### config.mk
export PLATFORM = sky130hd
export DESIGN_NAME = gregorian_date_stepper_top
export DESIGN_NICKNAME = d
export VERILOG_FILES = /design/src/sv/gds_pkg.sv /design/src/sv/gds_step.sv /design/src/sv/gregorian_date_stepper_top.sv
export SDC_FILE = /design/constraint.sdc
export NUM_CORES = 1
export LEC_CHECK = 0
export ABC_CLOCK_PERIOD_IN_PS = 25300
export BUFFER_PORTS_ARGS = -buffer_cell sky130_fd_sc_hd__buf_2
export CORE_MARGIN = 5
export CORE_UTILIZATION = 50
export CTS_BUF_LIST = sky130_fd_sc_hd__clkbuf_8
export CTS_CLUSTER_SIZE = 16
export DETAILED_ROUTE_END_ITERATION = 10
export HOLD_SLACK_MARGIN = 0.08
export PLACE_DENSITY = 0.68
export SYNTH_ARGS = -nofsm -noshare
export SYNTH_HDL_FRONTEND = slang
export SYNTH_HIERARCHICAL = 1
export SYNTH_SLANG_ARGS = --single-unit
### constraint.sdc
create_clock -name clk -period 25.3 [get_ports clk]
set_clock_uncertainty 0.15 [all_clocks]
set_input_delay 1.265 -clock clk [delete_from_list [all_inputs] [get_ports clk]]
set_output_delay 1.265 -clock clk [all_outputs]
set_load 0.01 [all_outputs]
### src/sv/gds_pkg.sv
package gds_pkg;

	// Field widths
	localparam int unsigned YEAR_W  = 14;
	localparam int unsigned MONTH_W = 4;
	localparam int unsigned DAY_W   = 5;
	localparam int unsigned KIND_W  = 3;
	localparam int unsigned CMP_W   = 2;

	// Calendar limits
	localparam logic [YEAR_W-1:0]  YEAR_MIN   = 14'd1;
	localparam logic [YEAR_W-1:0]  YEAR_MAX   = 14'd9999;
	localparam logic [MONTH_W-1:0] MONTH_JAN  = 4'd1;
	localparam logic [MONTH_W-1:0] MONTH_DEC  = 4'd12;
	localparam logic [DAY_W-1:0]   DAY_FIRST  = 5'd1;
	localparam logic [DAY_W-1:0]   DAY_LONG   = 5'd31;

	// Divisibility by 25 on a 14-bit year: multiply by the inverse of 25 modulo 2^14,
	// the year is a multiple of 25 exactly when the low bits stay at or below 16383/25.
	localparam logic [YEAR_W-1:0] INV25     = 14'd7209;
	localparam logic [YEAR_W-1:0] DIV25_LIM = 14'd655;

	// Item kinds
	typedef enum logic [KIND_W-1:0] {
		KIND_SET        = 3'd0,
		KIND_NEXT_DAY   = 3'd1,
		KIND_PREV_DAY   = 3'd2,
		KIND_NEXT_MONTH = 3'd3,
		KIND_PREV_MONTH = 3'd4,
		KIND_COMPARE    = 3'd5
	} kind_t;

	// Compare outcomes
	localparam logic [CMP_W-1:0] CMP_LESS    = 2'd0;
	localparam logic [CMP_W-1:0] CMP_EQUAL   = 2'd1;
	localparam logic [CMP_W-1:0] CMP_GREATER = 2'd2;

	// One result word
	typedef struct packed {
		logic [YEAR_W-1:0]  year;
		logic [MONTH_W-1:0] month;
		logic [DAY_W-1:0]   day;
		logic               date_valid;
		logic [CMP_W-1:0]   cmp;
		logic               range_error;
	} gds_res_t;

	// Leap year: divisible by 4 and not by 100, or by 400 (400 = 16 * 25)
	function automatic logic leap_year(input logic [YEAR_W-1:0] y);
		logic [YEAR_W-1:0] prod;
		logic              div25;
		// only the product modulo 2^14 matters
		prod  = y * INV25;
		div25 = (prod <= DIV25_LIM);
		return (y[1:0] == 2'd0) && (!div25 || (y[3:0] == 4'd0));
	endfunction

	// Month length, zero for a month outside January to December
	function automatic logic [DAY_W-1:0] month_days(input logic [MONTH_W-1:0] m,
	                                                input logic leap);
		logic [DAY_W-1:0] len;
		unique case (m)
			4'd1, 4'd3, 4'd5, 4'd7, 4'd8, 4'd10, 4'd12: len = 5'd31;
			4'd4, 4'd6, 4'd9, 4'd11:                    len = 5'd30;
			4'd2:                                       len = leap ? 5'd29 : 5'd28;
			default:                                    len = 5'd0;
		endcase
		return len;
	endfunction

endpackage

### src/sv/gds_step.sv
module gds_step import gds_pkg::*; (
	input  logic [KIND_W-1:0]  kind,
	input  logic [YEAR_W-1:0]  in_year,
	input  logic [MONTH_W-1:0] in_month,
	input  logic [DAY_W-1:0]   in_day,
	input  logic [YEAR_W-1:0]  cur_year,
	input  logic [MONTH_W-1:0] cur_month,
	input  logic [DAY_W-1:0]   cur_day,
	output gds_res_t           res
);

	kind_t              kind_e;
	logic [DAY_W-1:0]   len_cur;
	logic [MONTH_W-1:0] month_up;
	logic [MONTH_W-1:0] month_dn;
	logic               carry_up;
	logic               borrow_dn;
	logic [YEAR_W:0]    year_inc;
	logic [YEAR_W-1:0]  year_dec;
	logic               inc_bad;
	logic               dec_bad;
	logic [DAY_W:0]     day_inc;
	logic [DAY_W-1:0]   len_dn;
	logic [YEAR_W-1:0]  nyear;
	logic [MONTH_W-1:0] nmonth;
	logic [DAY_W-1:0]   nday;
	logic               year_up;
	logic               year_dn;
	logic               err;
	logic [CMP_W-1:0]   cmp;
	logic [YEAR_W+MONTH_W+DAY_W-1:0] cur_key;
	logic [YEAR_W+MONTH_W+DAY_W-1:0] in_key;
	logic [YEAR_W-1:0]  ryear;
	logic [MONTH_W-1:0] rmonth;
	logic [DAY_W-1:0]   rday;
	logic [DAY_W-1:0]   len_new;

	assign kind_e = kind_t'(kind);

	// Month and year neighbours of the stored date
	always_comb begin
		len_cur   = month_days(cur_month, leap_year(cur_year));
		carry_up  = (cur_month >= MONTH_DEC);
		month_up  = carry_up ? MONTH_JAN : cur_month + 4'd1;
		borrow_dn = (cur_month <= MONTH_JAN);
		month_dn  = borrow_dn ? MONTH_DEC : cur_month - 4'd1;
		year_inc  = {1'b0, cur_year} + 15'd1;
		year_dec  = cur_year - 14'd1;
		inc_bad   = (year_inc > {1'b0, YEAR_MAX});
		dec_bad   = (cur_year <= YEAR_MIN) || (cur_year > YEAR_MAX + 14'd1);
		day_inc   = {1'b0, cur_day} + 6'd1;
		// no year borrow reaches February, so the stored year decides its length
		len_dn    = month_days(month_dn, leap_year(cur_year));
	end

	// Step the date for the item's kind
	always_comb begin
		nyear   = cur_year;
		nmonth  = cur_month;
		nday    = cur_day;
		year_up = 1'b0;
		year_dn = 1'b0;
		unique case (kind_e)
			KIND_SET: begin
				nyear  = in_year;
				nmonth = in_month;
				nday   = in_day;
			end
			KIND_NEXT_DAY: begin
				if (day_inc > {1'b0, len_cur}) begin
					nday    = DAY_FIRST;
					nmonth  = month_up;
					year_up = carry_up;
				end else begin
					nday = day_inc[DAY_W-1:0];
				end
			end
			KIND_PREV_DAY: begin
				if (cur_day <= DAY_FIRST) begin
					nmonth  = month_dn;
					year_dn = borrow_dn;
					nday    = (len_dn == 5'd0) ? DAY_LONG : len_dn;
				end else begin
					nday = cur_day - 5'd1;
				end
			end
			KIND_NEXT_MONTH: begin
				nmonth  = month_up;
				year_up = carry_up;
			end
			KIND_PREV_MONTH: begin
				nmonth  = month_dn;
				year_dn = borrow_dn;
			end
			default: begin
			end
		endcase
		if (year_up) begin
			nyear = year_inc[YEAR_W-1:0];
		end else if (year_dn) begin
			nyear = year_dec;
		end
	end

	// Hold the date when the year would leave its range
	assign err = (year_up && inc_bad) || (year_dn && dec_bad);

	always_comb begin
		if (err) begin
			ryear  = cur_year;
			rmonth = cur_month;
			rday   = cur_day;
		end else begin
			ryear  = nyear;
			rmonth = nmonth;
			rday   = nday;
		end
	end

	// Compare the stored date with the given one, year first
	assign cur_key = {cur_year, cur_month, cur_day};
	assign in_key  = {in_year, in_month, in_day};

	always_comb begin
		cmp = CMP_EQUAL;
		if (kind_e == KIND_COMPARE) begin
			if (cur_key < in_key) begin
				cmp = CMP_LESS;
			end else if (cur_key > in_key) begin
				cmp = CMP_GREATER;
			end
		end
	end

	// Assemble the result word
	assign len_new = month_days(rmonth, leap_year(ryear));

	always_comb begin
		res.year        = ryear;
		res.month       = rmonth;
		res.day         = rday;
		res.date_valid  = (rday >= DAY_FIRST) && (rday <= len_new);
		res.cmp         = cmp;
		res.range_error = err;
	end

endmodule

### src/sv/gregorian_date_stepper_top.sv
// Channel  Handshake              Word
// input    in_valid / in_ready    kind, in_year, in_month, in_day
// output   out_valid / out_ready  out_year, out_month, out_day, date_valid,
//                                 compare_result, range_error
//
// One word per cycle while the output is not stalled: a taken word sits in the input
// register, where the date is stepped, and its result is written into the output
// register as the word moves on. The stored date updates as each result is
// written, so back-to-back words see every earlier step.
// Reset clears both registers to empty and loads the date 1-1-1.
// A stalled output holds its result; the input register still takes a new word
// while it is empty or moving on in the same cycle.
module gregorian_date_stepper_top import gds_pkg::*; (
	input  logic               clk,
	input  logic               arst_n,
	input  logic               in_valid,
	output logic               in_ready,
	input  logic [KIND_W-1:0]  kind,
	input  logic [YEAR_W-1:0]  in_year,
	input  logic [MONTH_W-1:0] in_month,
	input  logic [DAY_W-1:0]   in_day,
	output logic               out_valid,
	input  logic               out_ready,
	output logic [YEAR_W-1:0]  out_year,
	output logic [MONTH_W-1:0] out_month,
	output logic [DAY_W-1:0]   out_day,
	output logic               date_valid,
	output logic [CMP_W-1:0]   compare_result,
	output logic               range_error
);

	logic               valid_s1;
	logic [KIND_W-1:0]  kind_s1;
	logic [YEAR_W-1:0]  year_s1;
	logic [MONTH_W-1:0] month_s1;
	logic [DAY_W-1:0]   day_s1;
	logic [YEAR_W-1:0]  cur_year_q;
	logic [MONTH_W-1:0] cur_month_q;
	logic [DAY_W-1:0]   cur_day_q;
	logic               out_valid_q;
	gds_res_t           res_q;
	gds_res_t           res_d;
	logic               advance;
	logic               take;

	// Move a word on when the output register is free or being emptied
	assign advance  = valid_s1 && (!out_valid_q || out_ready);
	assign in_ready = !valid_s1 || advance;
	assign take     = in_valid && in_ready;

	// Input register
	always_ff @(posedge clk or negedge arst_n) begin
		if (!arst_n) begin
			valid_s1 <= 1'b0;
		end else if (in_ready) begin
			valid_s1 <= in_valid;
		end
	end

	always_ff @(posedge clk) begin
		if (take) begin
			kind_s1  <= kind;
			year_s1  <= in_year;
			month_s1 <= in_month;
			day_s1   <= in_day;
		end
	end

	// Step logic
	gds_step u_step (
		.kind      (kind_s1),
		.in_year   (year_s1),
		.in_month  (month_s1),
		.in_day    (day_s1),
		.cur_year  (cur_year_q),
		.cur_month (cur_month_q),
		.cur_day   (cur_day_q),
		.res       (res_d)
	);

	// Stored date
	always_ff @(posedge clk or negedge arst_n) begin
		if (!arst_n) begin
			cur_year_q  <= YEAR_MIN;
			cur_month_q <= MONTH_JAN;
			cur_day_q   <= DAY_FIRST;
		end else if (advance) begin
			cur_year_q  <= res_d.year;
			cur_month_q <= res_d.month;
			cur_day_q   <= res_d.day;
		end
	end

	// Output register: hold while stalled
	always_ff @(posedge clk or negedge arst_n) begin
		if (!arst_n) begin
			out_valid_q <= 1'b0;
		end else if (advance) begin
			out_valid_q <= 1'b1;
		end else if (out_ready) begin
			out_valid_q <= 1'b0;
		end
	end

	always_ff @(posedge clk) begin
		if (advance) begin
			res_q <= res_d;
		end
	end

	assign out_valid      = out_valid_q;
	assign out_year       = res_q.year;
	assign out_month      = res_q.month;
	assign out_day        = res_q.day;
	assign date_valid     = res_q.date_valid;
	assign compare_result = res_q.cmp;
	assign range_error    = res_q.range_error;

endmodule

# [After elaboration in Yosys (flattened, before gate mapping)]
# Index checks and enable logic that the tools add are counted.
[totals] output_inout_bits=29 n_memories=0 regBits=78 ram_bits=0 wordCells=138 in_bits=30 latchBits=0 romBits=0
[classes] reduce_logical=31 multipliers=2 n_lt_le_gt_ge=13 n_eq_ne=41 add_sub_neg=6 bitwise_logic=1 shifts=0 div_mod_pow=0 n_mux=28
[ops] operator="4-bit equality test (second input constant)" count=15
[ops] operator="5-bit case mux with 3 select lines" count=4
[ops] operator="14-bit 2-to-1 mux" count=4
[ops] operator="4-bit by 3-bit equality test with 1-bit output (second input constant)" count=12
[ops] operator="14-bit by 10-bit <= comparator with 1-bit output (second input constant)" count=2
[ops] operator="14-bit by 13-bit multiplier with 14-bit output (second input constant)" count=2
[ops] operator="4-bit by 2-bit equality test with 1-bit output (second input constant)" count=6
[ops] operator="23-bit greater-than comparator" count=1
[ops] operator="23-bit less-than comparator" count=1
[ops] operator="7-bit OR reduction" count=3
[ops] operator="4-bit 2-to-1 mux" count=5
[ops] operator="5-bit 2-to-1 mux" count=4
[ops] operator="4-bit case mux with 5 select lines" count=1
[ops] operator="14-bit by 1-bit adder with 15-bit output (second input constant)" count=1
[ops] operator="15-bit by 14-bit greater-than comparator with 1-bit output (second input constant)" count=1
[ops] operator="14-bit greater-than comparator (second input constant)" count=1
[ops] operator="14-bit by 1-bit <= comparator with 1-bit output (second input constant)" count=1
[ops] operator="14-bit by 1-bit subtractor with 14-bit output (second input constant)" count=1
[ops] operator="4-bit by 1-bit equality test with 1-bit output (second input constant)" count=3
[ops] operator="4-bit OR reduction" count=3
[ops] operator="4-bit zero test" count=2
[ops] operator="1-bit logical AND" count=7
[ops] operator="1-bit 2-to-1 mux" count=7
[ops] operator="5-bit by 1-bit adder with 6-bit output (second input constant)" count=1
[ops] operator="22 further kinds" count=34

# [Depth between registers and ports, before layout]
[logic_depth] ltp_word=22 depth_mapped=57 depth_no_buf=54

# [By module]
# Netlist, hierarchy kept.
[modules_own_cells] module="gds_step" cells_per_inst=748 n_inst=1 area_per_inst_um2=5560.3 seq_area_each_um2=0.0
[modules_own_cells] module="gregorian_date_stepper_top" cells_per_inst=110 n_inst=1 area_per_inst_um2=2628.8 seq_area_each_um2=2220.9

# [Least setup slack after synthesis]
# OpenSTA, ideal clock, no wires.
[synth_path] path_kind="register -> register" startpoint="reg cur_year_q[0]" endpoint="reg res_q (netlist bit date_valid), data pin" required_ns=24.888 stages_incl_launch_ff=56 t_arrival_ns=10.524 synth_period_minus_slack_ns=10.936 setup_time_ns=0.262 path_slack_ns=14.364 path_buffers=3 path_cell_list="dfstp_2 fa_1 ha_1 ha_1 inv_1 fa_1 fa_1 inv_1 ha_1 o21a_1 nor2_1 xnor2_1 xnor2_1 nand4_1 o21ai_0 o21ai_0 nor2_1 a31oi_1 [20 not listed] a21oi_1 inv_1 a21oi_1 a21oi_1 or3_1 a211o_1 nor4b_1 a31oi_1 a31oi_1 o31ai_1 ha_1 nor2b_1 o21a_1 o21ai_0 nand2b_1 a21oi_1 a31oi_1 a31oi_1"
[synth_lines] item="from (decl)" line_no="gregorian_date_stepper_top.sv:37" rtl="logic [YEAR_W-1:0] cur_year_q;"
[synth_lines] item="from (signal assigned)" line_no="gregorian_date_stepper_top.sv:88" rtl="cur_year_q <= res_d.year;"
[synth_lines] item="to (signal assigned)" line_no="gregorian_date_stepper_top.sv:107" rtl="res_q <= res_d;"
[synth_lines] item="to (decl)" line_no="gregorian_date_stepper_top.sv:41" rtl="gds_res_t res_q;"

==> results.md <==
- Synth Area in Simple Gates: 13.3%
- Critical Path Sink: date_valid
- WP buf/inv: 6
- Slowest-stage cell, CP: dfrtp_1
- Antenna Violating Nets Remaining: 0
- Fmax: 0.0799 GHz
- Cells after Synth: 858
- Actual slew at the worst max-slew pin: 904 ps
- Count leader, synth: ha_1
- GRT overflow: 0
- Final Hold Fails: 0
- RD Place Congestion: 0.965
- Final Max Tran Viols: 0
- I/O Buffers: 58
- Layout area overhead: 6.83%
- Final worst path period share: 49.5%
- Largest cells by area after synthesis: edfxtp_1 19%, ha_1 18%, dfrtp_1 6.7%
- Worst Slack Setup Final: 12780 ps
- Layout cell share with drive strength beyond 1: 14.9%
- Routed via count: 6670
- Worst Path Required: 25280 ps
- Routed length per instance: 19.5 um
- Final setup fails: 0
- Placed Cells: 1099
- Clock Tree Root: clkbuf_8
- Vias in the first global route: 6227
- R2R setup slack: 12780 ps
- CTS tree: done
- Worst setup startpoint: cur_year_q[2]
- Post-synthesis mux area share: 5.29%
- Worst r2r src: cur_year_q[2]
- Worst-path clk slew: 90 ps
- Clk buf depth: 2
- Placement Setup Slack: 12820 ps
- Largest net degree at the start of global routing: 26
- Antenna violations before repair: 0
- Slew headroom: 39.8%
- Largest area contributor in the netlist: edfxtp_1
- Yosys Warn Count: 6
- Initial Utilization: 51.2%
- Htree depth: 3
- CP Max Fanout: 16
- CP endpoint kind: flip-flop
- Worst-Skew Late Latency: 370 ps
- Worst Path Arrival: 12500 ps
- Filler cells: 1487
- Post-synth top cells: 121 x ha_1, 112 x inv_1, 55 x nor2_1, 53 x edfxtp_1, 49 x a21oi_1
- First-pass GRT wire length: 33800 um
- Diode count: 0
- Nets@finish: 1067
- Status: finished clean
- Largest family of logic cells by synthesized area: adder cells
- Worst path top cell family by delay: adder cells
- Placeable core region: 16000 um2
- Critical path's most frequent cell: ha_1
- I/O pin total: 59
- Die height: 138 um
- Sequential area share after synthesis: 27.1%
- Design area: 8750 um2
- Post-DP HPWL: 16400 um
- MaxCap Viol Count: 0
- # resized after CTS: 0
- Post-layout minimum cycle time: 12520 ps
- RSZ-0062 raised after global routing: no
- Die W: 138 um
- WL final: 21700 um
- Die Footprint: 19000 um2
- Syn nets: 1031
- Compound-Gate Fraction of Synth Area: 17.8%
- Synth top area share: 19.4%
- Ys async rst share: 32.1%
- Post-Synth XOR/XNOR Area: 4.58%
- Worst path depth: 55
- Post-place instance area: 8550 um2
- Total clock sinks: 78
- CP Launch Type: flip-flop
- Post-synthesis adder-cell area fraction: 23.9%
- Mapped Area: 8190 um2
- Post-route DRC: 0
- Yosys reg bits: 78
- Slowest stage delay, CP: 700 ps
- Initial DRC Count: 663
- Setup CP Type: flip-flop to flip-flop
- CTS Buf Count: 9
- Sum Neg Setup Slack: 0 ps
- Worst r2r path cells: 55
- Worst Hold Class: flip-flop to flip-flop
- Vias per inst: 5.98
- Reg2reg end: date_valid
- Total GRT Usage: 23.2%
- Hold_buf cts: 0
- Post-Syn Area per Cell: 9.54 um2
- Synth cell types: 88
- Std cell rows: 46
- Number of synthesized flops with an enable pin: 53
- Main synth FF type: edfxtp_1
- Pre-antenna DRT Iters: 5
- # Post-CTS Setup Buffers: 0
- Layout Cells excl Fill: 1115
routing by layer:
metal | wire, um | part of all wire [%] | track usage (%)
met3 | 1670 | 7.7 | 4.50
met2 | 9570 | 44 | 35.4
met5 | 0 | 0 | 0
met1 | 10000 | 46 | 33.7
met4 | 464 | 2.1 | 6.37
worst min-delay path by stage:
stage | slack (ps) | startpoint | depth (start not counted) | end
after detailed placement | 400 | valid_s1 | 1 | out_valid
after CTS | 410 | valid_s1 | 1 | out_valid
after global placement | 390 | valid_s1 | 1 | out_valid
after floorplan | 350 | cur_day_q[2] | 1 | cur_day_q[2]
after global routing | 430 | valid_s1 | 1 | out_valid
final | 420 | valid_s1 | 1 | out_valid
per-stage QoR:
stage	util (%)	hold slack (ps)
after CTS	54.7	414
after global routing	54.7	430
after global placement	53.4	386
final	54.7	416
after detailed placement	53.4	403
after floorplan	-	353
cell type report:
| class | count | area, um2 | share of cell area, % |
|---|---|---|---|
| multi-input combinational | 629 | 5310 | 60.7 |
| sequential | 78 | 2220 | 25.4 |
| inverter | 113 | 424 | 4.85 |
| timing repair buffer | 63 | 328 | 3.75 |
| tap | 216 | 270 | 3.09 |
| clock buffer | 9 | 124 | 1.42 |
| clock inverter | 7 | 73.8 | 0.844 |
placed cells by master, fill, tap and decap left out, drive strengths merged, types with 10 or more instances in the layout:
cell type / instances
a21o: 10
nand2b: 13
a31oi: 11
nand4: 12
nand3: 12
fa: 22
a21oi: 49
o21ai: 48
buf: 63
mux2: 25
inv: 116
nand2: 36
o21a: 12
edfxtp: 53
dfrtp: 22
nor3: 22
nor2: 55
xnor2: 29
ha: 121
logic make-up (layout without fill, tap and decap cells):
family	Yosys count	in the layout
AOI/OAI and AO/OA	213	213
and+or+nand+nor	201	201
buffers and inverters	151	192
adders and majority gates	143	143
DFF	78	78
xor gates and xnor gates	39	39
muxes	33	33
registers in the layout, summed over array words and instances (netlist names):
name            flops
range_error         1
cur_year_q         14
cur_month_q         4
out_valid           1
valid_s1            1
day_s1              5
kind_s1             3
out_year           14
compare_result      2
month_s1            4
cur_day_q           5
out_day             5
date_valid          1
out_month           4
year_s1            14
worst register-to-register path, delay by kind of cell, from the launching register on:
kind,cells,cell delay (ps)
adders and majority gates,13,4710
buffers and inverters,6,650
muxes,1,170
and+or+nand+nor,11,2020
DFF,1,700
xor gates and xnor gates,2,270
AOI/OAI and AO/OA,22,3640
Power is left out: the tool's default activity adds up to more than one toggle a clock period on the data nets, which glitch-free logic cannot reach.
